`src/sv/rita_pkg.sv`:
```
package rita_pkg;

  localparam int BASE_MIN      = 2;
  localparam int BASE_MAX      = 36;
  localparam logic [5:0] BASE_RESET = 6'd16;

  // quotient bits resolved per divider cycle
  localparam int BITS_PER_STEP = 4;

  localparam logic [6:0] ASCII_ZERO = 7'h30;
  localparam logic [6:0] ASCII_A    = 7'h61;
  localparam logic [5:0] DEC_DIGITS = 6'd10;

  typedef enum logic [4:0] {
    ST_IDLE  = 5'b00001,
    ST_DIV   = 5'b00010,
    ST_WRITE = 5'b00100,
    ST_READ  = 5'b01000,
    ST_LOAD  = 5'b10000
  } state_t;

  typedef struct packed {
    logic load;       // take a new value, clear counters
    logic div_step;   // one divider step
    logic digit_wr;   // store remainder as next digit
    logic rd_issue;   // read next digit, most significant first
    logic out_load;   // move read digit into output register
  } cmd_t;

  typedef struct packed {
    logic step_last;  // current divider cycle is the final one
    logic quot_zero;  // quotient exhausted
    logic final_digit;// digit in read register is the least significant
    logic out_free;   // output register can take a beat
  } status_t;

  function automatic logic [6:0] digit_to_ascii(input logic [5:0] d);
    logic [6:0] c;
    if (d < DEC_DIGITS) begin
      c = ASCII_ZERO + {1'b0, d};
    end else begin
      c = ASCII_A + {1'b0, d - DEC_DIGITS};
    end
    return c;
  endfunction

endpackage

```
`src/sv/rita_ctrl.sv`:
```
module rita_ctrl (
  input  logic              clk,
  input  logic              rst,
  input  logic              in_valid,
  output logic              in_stall,
  input  rita_pkg::status_t status,
  output rita_pkg::cmd_t    cmd
);
  import rita_pkg::*;

  state_t state;
  state_t state_next;

  always_ff @(posedge clk) begin
    if (rst) begin
      state <= ST_IDLE;
    end else begin
      state <= state_next;
    end
  end

  assign in_stall = (state != ST_IDLE);

  always_comb begin
    state_next = state;
    cmd        = '0;
    unique case (state)
      ST_IDLE: begin
        if (in_valid) begin
          cmd.load   = 1'b1;
          state_next = ST_DIV;
        end
      end
      ST_DIV: begin
        cmd.div_step = 1'b1;
        if (status.step_last) begin
          state_next = ST_WRITE;
        end
      end
      ST_WRITE: begin
        cmd.digit_wr = 1'b1;
        state_next   = status.quot_zero ? ST_READ : ST_DIV;
      end
      ST_READ: begin
        cmd.rd_issue = 1'b1;
        state_next   = ST_LOAD;
      end
      ST_LOAD: begin
        if (status.out_free) begin
          cmd.out_load = 1'b1;
          state_next   = status.final_digit ? ST_IDLE : ST_READ;
        end
      end
      default: begin
        state_next = ST_IDLE;
      end
    endcase
  end

endmodule

```
`src/sv/rita_dp.sv`:
```
module rita_dp #(
  parameter int VALUE_WIDTH = 64
) (
  input  logic                   clk,
  input  logic                   rst,
  input  logic [VALUE_WIDTH-1:0] value,
  input  logic [5:0]             base,
  input  rita_pkg::cmd_t         cmd,
  output rita_pkg::status_t      status,
  output logic                   out_valid,
  input  logic                   out_stall,
  output logic [6:0]             digit_char,
  output logic                   last
);
  import rita_pkg::*;

  localparam int STEPS = (VALUE_WIDTH + BITS_PER_STEP - 1) / BITS_PER_STEP;
  localparam int QW    = STEPS * BITS_PER_STEP;
  localparam int SW    = $clog2(STEPS);
  localparam int AW    = $clog2(VALUE_WIDTH);
  localparam int CW    = $clog2(VALUE_WIDTH + 1);

  logic [QW-1:0] quot;
  logic [5:0]    rem;
  logic [SW-1:0] step;
  logic [CW-1:0] cnt;
  logic [5:0]    rdata;
  logic          rd_final;

  logic [QW-1:0] quot_step;
  logic [5:0]    rem_step;
  logic [6:0]    trial;
  logic [AW-1:0] rd_idx;

  logic [5:0]    mem [VALUE_WIDTH];

  // restoring division, a few quotient bits per cycle
  always_comb begin
    quot_step = quot;
    rem_step  = rem;
    trial     = '0;
    for (int i = 0; i < BITS_PER_STEP; i++) begin
      trial     = {rem_step, quot_step[QW-1]};
      quot_step = {quot_step[QW-2:0], 1'b0};
      if (trial >= {1'b0, base}) begin
        trial        = trial - {1'b0, base};
        quot_step[0] = 1'b1;
      end
      rem_step = trial[5:0];
    end
  end

  assign rd_idx = AW'(cnt - 1'b1);

  always_ff @(posedge clk) begin
    if (cmd.load) begin
      quot <= QW'(value);
      rem  <= '0;
      step <= '0;
      cnt  <= '0;
    end else if (cmd.div_step) begin
      quot <= quot_step;
      rem  <= rem_step;
      step <= step + 1'b1;
    end else if (cmd.digit_wr) begin
      rem  <= '0;
      step <= '0;
      cnt  <= cnt + 1'b1;
    end else if (cmd.rd_issue) begin
      cnt  <= cnt - 1'b1;
    end
  end

  always_ff @(posedge clk) begin
    if (cmd.digit_wr) begin
      mem[cnt[AW-1:0]] <= rem;
    end
  end

  always_ff @(posedge clk) begin
    if (cmd.rd_issue) begin
      rdata    <= mem[rd_idx];
      rd_final <= (cnt == CW'(1));
    end
  end

  // output register
  always_ff @(posedge clk) begin
    if (rst) begin
      out_valid <= 1'b0;
    end else if (cmd.out_load) begin
      out_valid <= 1'b1;
    end else if (!out_stall) begin
      out_valid <= 1'b0;
    end
  end

  always_ff @(posedge clk) begin
    if (cmd.out_load) begin
      digit_char <= digit_to_ascii(rdata);
      last       <= rd_final;
    end
  end

  assign status.step_last   = (step == SW'(STEPS - 1));
  assign status.quot_zero   = (quot == '0);
  assign status.final_digit = rd_final;
  assign status.out_free    = !out_valid || !out_stall;

endmodule

```
`src/sv/radix_integer_to_ascii.sv`:
```
// Channel  | handshake              | payload
// ---------+------------------------+----------------------------------
// input    | in_valid / in_stall    | value[VALUE_WIDTH-1:0]
// output   | out_valid / out_stall  | digit_char[6:0], last
// config   | cfg_write              | cfg_data[5:0] (radix, kept in 2..36)
//
// Each digit costs ceil(VALUE_WIDTH/4) divider steps (4 quotient bits per
// cycle) plus a store into the digit memory; digits are then replayed from
// the digit memory, each beat a read and then a load into the output
// register, the load waiting while the output register is held by a stall.
// Synchronous active-high reset; radix resets to 16.
// out_stall only holds up the replay; the next value is taken while the
// final beat still sits in the output register.
module radix_integer_to_ascii #(
  parameter int VALUE_WIDTH = 64
) (
  input  logic                   clk,
  input  logic                   rst,
  input  logic                   cfg_write,
  input  logic [5:0]             cfg_data,
  input  logic                   in_valid,
  output logic                   in_stall,
  input  logic [VALUE_WIDTH-1:0] value,
  output logic                   out_valid,
  input  logic                   out_stall,
  output logic [6:0]             digit_char,
  output logic                   last
);
  import rita_pkg::*;

  logic [5:0] base;
  cmd_t       cmd;
  status_t    status;

  // radix register, saturating writes
  always_ff @(posedge clk) begin
    if (rst) begin
      base <= BASE_RESET;
    end else if (cfg_write) begin
      priority if (cfg_data < 6'(BASE_MIN)) begin
        base <= 6'(BASE_MIN);
      end else if (cfg_data > 6'(BASE_MAX)) begin
        base <= 6'(BASE_MAX);
      end else begin
        base <= cfg_data;
      end
    end
  end

  // sequencer: divide, store digits LSB first, replay MSB first
  rita_ctrl u_ctrl (
    .clk      (clk),
    .rst      (rst),
    .in_valid (in_valid),
    .in_stall (in_stall),
    .status   (status),
    .cmd      (cmd)
  );

  // divider, digit memory and output register
  rita_dp #(
    .VALUE_WIDTH (VALUE_WIDTH)
  ) u_dp (
    .clk        (clk),
    .rst        (rst),
    .value      (value),
    .base       (base),
    .cmd        (cmd),
    .status     (status),
    .out_valid  (out_valid),
    .out_stall  (out_stall),
    .digit_char (digit_char),
    .last       (last)
  );

`ifndef SYNTHESIS
  a_busy_after_accept: assert property (@(posedge clk) disable iff (rst)
    (in_valid && !in_stall) |=> in_stall)
    else $error("block took a beat and did not go busy");

  a_base_range: assert property (@(posedge clk) disable iff (rst)
    (base >= 6'(BASE_MIN)) && (base <= 6'(BASE_MAX)))
    else $error("radix register out of range");

  a_char_range: assert property (@(posedge clk) disable iff (rst)
    out_valid |-> ((digit_char >= 7'h30 && digit_char <= 7'h39) ||
                   (digit_char >= 7'h61 && digit_char <= 7'h7a)))
    else $error("digit character out of range");
`endif

endmodule

```
`config.mk`:
```
export PLATFORM = sky130hd
export DESIGN_NAME = radix_integer_to_ascii
export DESIGN_NICKNAME = d
export VERILOG_FILES = /design/src/sv/rita_pkg.sv /design/src/sv/rita_ctrl.sv /design/src/sv/rita_dp.sv /design/src/sv/radix_integer_to_ascii.sv
export SDC_FILE = /design/constraint.sdc
export NUM_CORES = 1
export LEC_CHECK = 0
export ABC_AREA = 1
export BUFFER_PORTS_ARGS = -buffer_cell sky130_fd_sc_hd__buf_2
export CAP_MARGIN = 20
export CELL_PAD_IN_SITES_DETAIL_PLACEMENT = 1
export CELL_PAD_IN_SITES_GLOBAL_PLACEMENT = 2
export CORE_ASPECT_RATIO = 1.75
export CORE_MARGIN = 2
export CORE_UTILIZATION = 35
export CTS_CLUSTER_SIZE = 16
export DETAILED_ROUTE_END_ITERATION = 6
export GPL_ROUTABILITY_DRIVEN = 1
export GPL_TIMING_DRIVEN = 0
export PLACE_DENSITY_LB_ADDON = 0.1
export SYNTH_ARGS = -nofsm -noshare
export SYNTH_HDL_FRONTEND = slang
export SYNTH_SLANG_ARGS = --single-unit
```
`constraint.sdc`:
```
create_clock -name clk -period 12.11 [get_ports clk]
set_clock_uncertainty 0.2 [all_clocks]
set_input_delay 0 -clock clk [delete_from_list [all_inputs] [get_ports clk]]
set_output_delay 0 -clock clk [all_outputs]
set_load 0.005 [all_outputs]
```
==> results.cfg, run 1 <==
[setup_path]
cp_common_cell = nand2_1
slowest_stage = dfxtp_4
start_kind = flop
critPathArrivalTime_ns = 7.73
reg2reg_slack_ns = 4.64
reg2reg_from = u_dp.rem[3]
path_max_fanout = 67
crit_type = flop to flop
slowest_delay_ns = 0.93
worst_ep_required_time_ns = 12.38
end_kind = flop
r2r_cells = 41
r2r_end = u_dp.rem[1]

[logic_synthesis]
synth_fa_ha_area_frac = 0.0221
synth_top_area_cell = edfxtp_1
synth_cell_types = 46
synth.cell_area_sq_um = 21700
yosysWarningCount = 0
ys.flop_type = edfxtp_1
synth_top_area_share = 0.640
yosys.area_share.simple = 0.141
async_flop_share = 0
synth-xor-area-share = 0.00927
synth_cells = 1880
syn_nets = 1991
syn_area_per_cell_sq_um = 11.6
synth_mux_area_frac = 0.0175
synth_top_family_by_area = simple AND/OR/NAND/NOR gates
synth_seq_cells = 492
synth_compound_area_frac = 0.108
synth-edff-count = 463
synth_seq_area_share = 0.667
synth_area_leaders = edfxtp_1 (64%), nor2_1 (5.5%), nand2_1 (4.8%)

[run]
timing.max_cap.violations = 0

[die]
io_pins = 85
fp.dieW_um = 192
start_util = 0.355
coreArea_sq_um = 61300
rows = 120
die_y_um = 334
dieArea_sq_um = 64200

[global_routing]
antenna_found_initial = 0
grt_max_degree = 68
grt_pass1_vias = 16871
grt_use_total = 0.241
grt_pass1_wl_um = 111000
grt_overflow = 0

[final_layout]
fin_cells = 2942
layout_common_cells = edfxtp_1 (463), nor2_1 (318), nand2_1 (275)
drive_above_1_share = 0.0912
antenna_cells = 0
nets = 2225
design_area_sq_um = 25700
area_growth_syn_to_layout_pct = 18.2
layout_commonest_cell = edfxtp_1

[power]
vdd_drop_max_mv = 0.373
leakage_uw = 0.00904
p_per_area_nw_per_um2 = 211

[min_path]
hold_end = base[0]
hp-start = rst
whs_path_depth = 3
hp-class = input pin to flop

[detailed_routing]
wirelength_um = 75900
viasPerCell = 5.32
drc_errors = 0
top_layer = met4
met2RoutedLength_um = 43800
wl_met3_um = 2100
drt-met1-wl_um = 26700
wire_per_inst_um = 25.8
drt_iter0_drc = 859
via_count = 15650
first_pass_iters = 7
ant_nets = 0

[clock_tree]
cts_hold_buf = 91
clk_pin_slew_ns = 0.06
clkSinkCount = 492
htreeDepth = 2
cts-root-buf = clkbuf_16
postCtsSetupRepairBufs = 0
clk_latency_ns = 0.60
cts_made_buffers = 47
cts_buffer_depth = 3
cts_resized = 0
cts_tree = built

[placement]
hpwl_um = 55800
gp_congestion = 0.923
place_inst = 2764
io_buffers = 84
placed_area_sq_um = 23300

[status]
status = completed

[timing]
report.final.slew_viol_count = 0
rsz0062_at_grt = false
relSlewSlack = 0.282
min_period_over_period = 0.617
hold_viol_final = 0
worst_slew_pin_slew_ns = 1.07
setup_tns_ns = 0
finalSetupViolCount = 0
max_freq_mhz = 134
period_minus_slack_ns = 7.47
==> how the worst max path moves through the flow <==
stage / from / endpoint / slack, ns / cells after the start
detailed placement: u_dp.rem[3] / u_dp.quot[0] / 4.46 / 39
floorplan: u_dp.rem[3] / u_dp.quot[0] / 5.60 / 39
global placement: u_dp.rem[2] / u_dp.rem[2] / 2.69 / 41
finish: u_dp.rem[3] / u_dp.rem[1] / 4.64 / 41
CTS: u_dp.rem[3] / u_dp.rem[2] / 4.45 / 41
global route: u_dp.rem[3] / u_dp.rem[5] / 3.84 / 41
==> per-stage QoR <==
step	hold WS [ns]	total power (uW)	utilization	worst slack, ns
detailed placement	0.0521	4020	0.380	4.46
floorplan	-0.100	3500	-	5.60
finish	0.0211	5420	0.419	4.64
global placement	0.0520	3980	0.378	2.69
CTS	0.000517	5490	0.419	4.45
global route	0.0274	5790	0.419	3.84
==> worst max-delay path, delay by kind of cell, from the launching register on <==
family,cells,cell delay [ns]
adders and majority gates,4,1.46
buffers and inverters,4,0.38
DFF,1,0.93
AOI/OAI and AO/OA,9,1.56
and+or+nand+nor,24,2.75
==> sequential cells by signal, summed over array words and instances, names as in the netlist <==
name,flops
u_dp.cnt,7
u_dp.rd_final,1
u_dp.step,4
base,6
u_dp.out_valid,1
u_dp.digit_char,7
u_dp.rdata,6
u_dp.last,1
u_ctrl.state,5
u_dp.mem,384
u_dp.quot,64
u_dp.rem,6
==> cells in the mapped netlist, types with 3 or more instances <==
master	number
a21oi_1	40
a31oi_1	5
buf_1	4
buf_2	11
clkbuf_1	82
dfxtp_1	29
edfxtp_1	463
fa_1	4
ha_1	32
inv_1	98
inv_2	5
mux2i_1	38
nand2_1	276
nand2_2	3
nand3_1	66
nand3_4	5
nand3b_1	4
nand4_1	17
nor2_1	318
nor3_1	15
nor4_1	15
o211ai_1	48
o21ai_0	153
o21ai_1	7
o221ai_1	38
o32ai_1	58
xnor2_1	10
xor2_1	13
==> cell type report <==
cell class	instances	area, sq um
fill	6652	35600
sequential	492	14500
inverter	104	390
clock inverter	22	176
clock buffer	62	1270
tap	793	992
buffer	97	378
multi-input combinational	1187	6490
timing repair buffer	185	1470
==> power by group <==
part           switching, uW  internal, uW
sequential              96.0          2040
combinational           1170           651
clock                    652           802
total                   1920          3500
==> layer usage <==
metal | up-vias | track usage
li1 | 7297 | -
met1 | 7910 | 0.246
met2 | 322 | 0.482
met3 | 121 | 0.0258
met4 | 0 | 0.0973
met5 | - | 0
==> cells by family (layout without fill, tap and decap cells) <==
kind of cell               after synthesis  after routing
AOI/OAI and AO/OA                      362            362
xor gates and xnor gates                23             23
adders and majority gates               36             36
buffers and inverters                  201            470
DFF                                    492            492
muxes                                   38             38
and+or+nand+nor                        728            728
Power figures use the tool's default switching activity.
==> inputs of run 2 (changes only) <==
Clock period 12.11 ns to 6.12 ns, I/O delays scaled along.
==> run 2 against run 1 <==
Against the previous run:
- the flow now finishes with violations (negative hold slack)
- die area is the same
- global-route usage grew 1.0 points
- combinational power rose to 2.7 times the previous value
- largest cell class unchanged
- highest routed layer unchanged
==> results.cfg, run 2 (same netlist as run 1, synthesis figures left out) <==
[placement]
hpwl_um = 55600
placed_area_sq_um = 23300
io_buffers = 84
gp_congestion = 0.934

[setup_path]
slowest_stage = dfxtp_4
crit_type = flop to flop
r2r_end = u_dp.rem[1]
end_kind = flop
worst_ep_required_time_ns = 6.39
r2r_cells = 42
critPathArrivalTime_ns = 6.08
cp_common_cell = nand2_1
reg2reg_from = base[1]
path_max_fanout = 8
slowest_delay_ns = 0.39
start_kind = flop
reg2reg_slack_ns = 0.31

[run]
timing.max_cap.violations = 0

[final_layout]
largest_register_ffs = 384
layout_commonest_cell = edfxtp_1
nets = 2276
drive_above_1_share = 0.141
area_growth_syn_to_layout_pct = 23.2
layout_common_cells = edfxtp_1 (463), nor2_1 (315), nand2_1 (261)
antenna_cells = 0
design_area_sq_um = 26800

[min_path]
hp-start = rst
hp-class = input pin to flop
whs_path_depth = 3
hold_end = base[0]

[timing]
relSlewSlack = 0.252
hold_ws_ns = -0.00862
worst_slew_pin_slew_ns = 1.11
hold_viol_final = 3
report.final.slew_viol_count = 0
period_minus_slack_ns = 5.81
min_period_over_period = 0.949
setup_tns_ns = 0
max_freq_mhz = 172
finalSetupViolCount = 0

[clock_tree]
cts_buffer_depth = 3
clk_latency_ns = 0.59
htreeDepth = 2
clkSinkCount = 492
cts_made_buffers = 47
cts_tree = built
cts-root-buf = clkbuf_16
clk_pin_slew_ns = 0.06

[power]
seq_power_share = 0.342
vdd_drop_max_mv = 1.25
clock_power_share = 0.259
swShare = 0.352
p_per_area_nw_per_um2 = 454
internal_power_uw = 7870
leakage_uw = 0.00947
p_sw_uw = 4270
p_comb_frac = 0.400

[global_routing]
grt_max_degree = 65
grt_pass1_wl_um = 115000
grt_use_total = 0.251
grt_overflow = 0
grt_pass1_vias = 17281
antenna_found_initial = 1

[die]
fp.dieW_um = 192
io_pins = 85
die_y_um = 334
coreArea_sq_um = 61300
rows = 120
start_util = 0.355
dieArea_sq_um = 64200

[detailed_routing]
first_pass_iters = 5
drt_iter0_drc = 990
wirelength_um = 80200
ant_nets = 0
via_count = 16134
viasPerCell = 5.39
wire_per_inst_um = 26.8
drc_errors = 0

[status]
status = finished, violations left
violations = negative hold slack
-- run 2: changes by cell type in the layout (fill, tap and decap cells not counted), sizes merged --
cell,before,now
buf,107,153
bufbuf,0,5
bufinv,3,8
clkbuf,146,150
clkinv,20,10
clkinvlp,0,5
dlygate4sd3,91,88
inv,103,101
-- run 2: cell type report --
class | instances | area [sq um]
Clock buffer | 63 | 1320
Tap cell | 793 | 992
Inverter | 104 | 407
Clock inverter | 20 | 300
Multi-Input combinational cell | 1187 | 6770
Fill cell | 6597 | 34500
Timing Repair Buffer | 236 | 2090
Sequential cell | 492 | 14500
Buffer | 97 | 378
-- run 2: stage by stage --
stage                     instances  total power, uW  hold slack (ns)   util  setup WS [ns]
after floorplan                1880             6920           -0.100      -        0.00544
after global placement         2757             7870           0.0486  0.378          -2.12
after detailed placement       2765             7970           0.0446  0.381          -1.51
after CTS                      2968            11800         0.000633  0.431      0.0000191
after global routing           2992            12800           0.0344  0.437        -0.0105
final                          2992            12100         -0.00862  0.437          0.313
-- run 2: power by group through the flow --
| stage | clock [uW] | combinational (uW) | sequential (uW) |
|---|---|---|---|
| 2_1_floorplan | 0 | 2670 | 4250 |
| 4_1_cts | 3190 | 4470 | 4150 |
| 5_1_grt | 3290 | 5400 | 4160 |
| 3_3_place_gp | 0 | 3440 | 4430 |
| 6_report | 3140 | 4850 | 4150 |
| 3_5_place_dp | 0 | 3670 | 4290 |
-- run 2: how the worst max path moves through the flow --
stage | startpoint | to | slack (ns) | cells after the start
5_1_grt | base[1] | u_dp.rem[5] | -0.01 | 43
6_report | base[1] | u_dp.rem[1] | 0.31 | 42
4_1_cts | u_dp.rem[3] | u_dp.rem[1] | 0.00002 | 42
3_3_place_gp | u_dp.rem[5] | u_dp.quot[0] | -2.12 | 39
3_5_place_dp | u_dp.rem[4] | u_dp.rem[1] | -1.51 | 41
2_1_floorplan | u_dp.rem[5] | u_dp.quot[0] | 0.005 | 39
-- run 2: timing repair --
item | in CTS | in global routing
gates cloned | 5 | 3
resized for setup | 29 | 37
buffers inserted | 27 | 19
endpoints found under the hold margin | 84 | 0
pin swaps | 6 | 20
hold buffers | 88 | 0
setup endpoints to repair | 7 | 7
-- run 2: per-layer routing --
layer	up-vias	GRT usage	wire, um
met1	8107	0.250	27100
met2	447	0.493	44900
li1	7407	-	-
met5	-	0	0
met4	0	0.137	5140
met3	173	0.0267	3030
-- run 2: critical path, delay by kind of cell, from the launching register on --
kind                       cells  cell delay, ns
and+or+nand+nor               27            2.46
buffers and inverters          5            0.55
adders and majority gates      4            1.15
AOI/OAI and AO/OA              6            0.91
DFF                            1            0.39
==> inputs of run 3 (changes only) <==
Settings changed: SYNTH_HIERARCHICAL set to 1.
==> run 3 against run 2 <==
Against the previous run:
- the run ends with design-rule violations left
- register-to-register slack about the same
- total power increased by 2.8%
- worst setup slack got worse by 0.011 ns
- core utilization decreased by 0.69 points
- area after synthesis increased by 0.78%
- critical endpoint is now u_dp/rem[4]
==> results.cfg, run 3 <==
[setup_path]
slowest_delay_ns = 0.36
worst_ep_required_time_ns = 6.36
slowest_stage = dfxtp_2
end_kind = flop
critPathArrivalTime_ns = 6.06
crit_type = flop to flop
reg2reg_slack_ns = 0.30
path_max_fanout = 8
start_kind = flop
cp_common_cell = nand2_2
r2r_end = u_dp/rem[4]
r2r_cells = 45
reg2reg_from = base[2]

[global_routing]
grt_use_total = 0.252
grt_overflow = 0
grt_pass1_vias = 17632
grt_max_degree = 65
antenna_found_initial = 0
grt_pass1_wl_um = 116000

[min_path]
whs_path_depth = 4
hold_end = u_dp/quot[58]
hp-class = input pin to flop
hp-start = value[58]

[timing]
setup_tns_ns = 0
worst_slew_pin_slew_ns = 1.19
relSlewSlack = 0.206
hold_viol_final = 0
report.final.slew_viol_count = 0
finalSetupViolCount = 0
period_minus_slack_ns = 5.82
min_period_over_period = 0.951
max_freq_mhz = 172

[logic_synthesis]
synth_seq_area_share = 0.662
synth_seq_cells = 492
synth_area_leaders = edfxtp_1 (64%), nor2_1 (5.5%), nand2_1 (5.4%)
synth-edff-count = 463
ys.flop_type = edfxtp_1
netlist_top_cells_count = edfxtp_1 (463), nor2_1 (323), nand2_1 (317)
synth_top_area_cell = edfxtp_1
synth_most_common_cell = edfxtp_1
syn_area_per_cell_sq_um = 11.5
synth.cell_area_sq_um = 21900
async_flop_share = 0
syn_nets = 2016
synth_cell_types = 47
synth_top_area_share = 0.635
yosysWarningCount = 6
synth_cells = 1905

[final_layout]
layout_commonest_cell = edfxtp_1
fin_util = 0.430
layout_common_cells = edfxtp_1 (463), nor2_1 (321), nand2_1 (300)
area_growth_syn_to_layout_pct = 21.9
antenna_cells = 0
largest_register_ffs = 384
fin_cells = 3016
nets = 2292
drive_above_1_share = 0.161

[power]
seq_power_share = 0.339
p_per_area_nw_per_um2 = 468
p_comb_frac = 0.430
clock_power_share = 0.231
vdd_drop_max_mv = 0.490
swShare = 0.376
p_sw_uw = 4690
finalPower_uw = 12500
internal_power_uw = 7790
leakage_uw = 0.00949

[die]
fp.dieW_um = 193
io_pins = 85
dieArea_sq_um = 64700
rows = 121
die_y_um = 335
coreArea_sq_um = 62100
start_util = 0.353

[clock_tree]
cts_tree = built
clkSinkCount = 492
cts-root-buf = clkbuf_16
cts_made_buffers = 48
cts_buffer_depth = 3
clk_pin_slew_ns = 0.06
htreeDepth = 2
clk_latency_ns = 0.58

[detailed_routing]
drc_errors = 1
first_pass_iters = 7
wirelength_um = 80300
wire_per_inst_um = 26.6
drt_iter0_drc = 880
viasPerCell = 5.35
via_count = 16148
ant_nets = 0

[placement]
io_buffers = 83
gp_congestion = 0.911
place_inst = 2789
hpwl_um = 55000

[run]
timing.max_cap.violations = 0

[status]
violations = design-rule violations
status = finished, violations left
## run 3: worst max-delay path by stage
stage                            from     endpoint  slack (ns)
after floorplan           u_dp/rem[1]  u_dp/rem[1]       0.008
after global placement    u_dp/rem[1]  u_dp/rem[2]       -1.66
after detailed placement  u_dp/rem[1]  u_dp/rem[2]       -1.84
after CTS                     base[3]  u_dp/rem[4]       0.002
after global routing          base[3]  u_dp/rem[5]       -0.07
final                         base[2]  u_dp/rem[4]        0.30
## run 3: kinds of logic after synthesis
group	Yosys count	share of synthesized area
simple gates	775	0.151
flops	492	0.662
compound gates	341	0.103
buf+inv	200	0.0361
mux	38	0.0174
fa+ha+maj	36	0.0219
xor+xnor	23	0.00954
## run 3: per-stage QoR
| step | cell area, sq um | hold slack [ns] | worst slack, ns |
|---|---|---|---|
| after floorplan | 21900 | -0.131 | 0.00818 |
| after global placement | 23300 | 0.0603 | -1.66 |
| after detailed placement | 23400 | 0.0588 | -1.84 |
| after CTS | 26400 | 0.000619 | 0.00152 |
| after global routing | 26700 | 0.0374 | -0.0710 |
| final | 26700 | 0.0259 | 0.301 |
## run 3: worst max-delay path, delay by kind of cell (launching register included)
| family | cells | cell delay (ns) |
|---|---|---|
| adders and majority gates | 4 | 0.94 |
| AOI/OAI and AO/OA | 8 | 1.10 |
| DFF | 1 | 0.36 |
| buffers and inverters | 9 | 0.77 |
| and+or+nand+nor | 24 | 2.30 |
## run 3: per-layer routing
layer / track usage / routed length (um) / vias to the layer above
met5: 0 / 0 / -
met4: 0.135 / 5100 / 0
met3: 0.0227 / 2360 / 175
met2: 0.503 / 45900 / 424
met1: 0.247 / 27000 / 8127
li1: - / - / 7422
## run 3: repair_timing
action	4_1_cts	5_1_grt
setup buffers	39	17
hold endpoints to repair	84	0
pin swaps	20	30
hold buffers	83	0
gates resized for setup	52	35
setup endpoints to repair	8	7
gates cloned	1	0
## run 3: power by group through the flow
stage          combinational [uW]  sequential, uW  clock, uW
6_report                     5370            4230       2880
3_3_place_gp                 3760            4420          0
2_1_floorplan                2640            4280          0
4_1_cts                      4810            4240       2950
3_5_place_dp                 3840            4410          0
5_1_grt                      5840            4260       3060
## run 3: final cells by class
class / instances / area [sq um]
Tap cell: 799 / 1000
Fill cell: 6705 / 35400
Buffer: 102 / 423
Inverter: 98 / 388
Multi-Input combinational cell: 1214 / 7040
Clock buffer: 62 / 1270
Clock inverter: 24 / 194
Sequential cell: 492 / 14500
Timing Repair Buffer: 225 / 1860
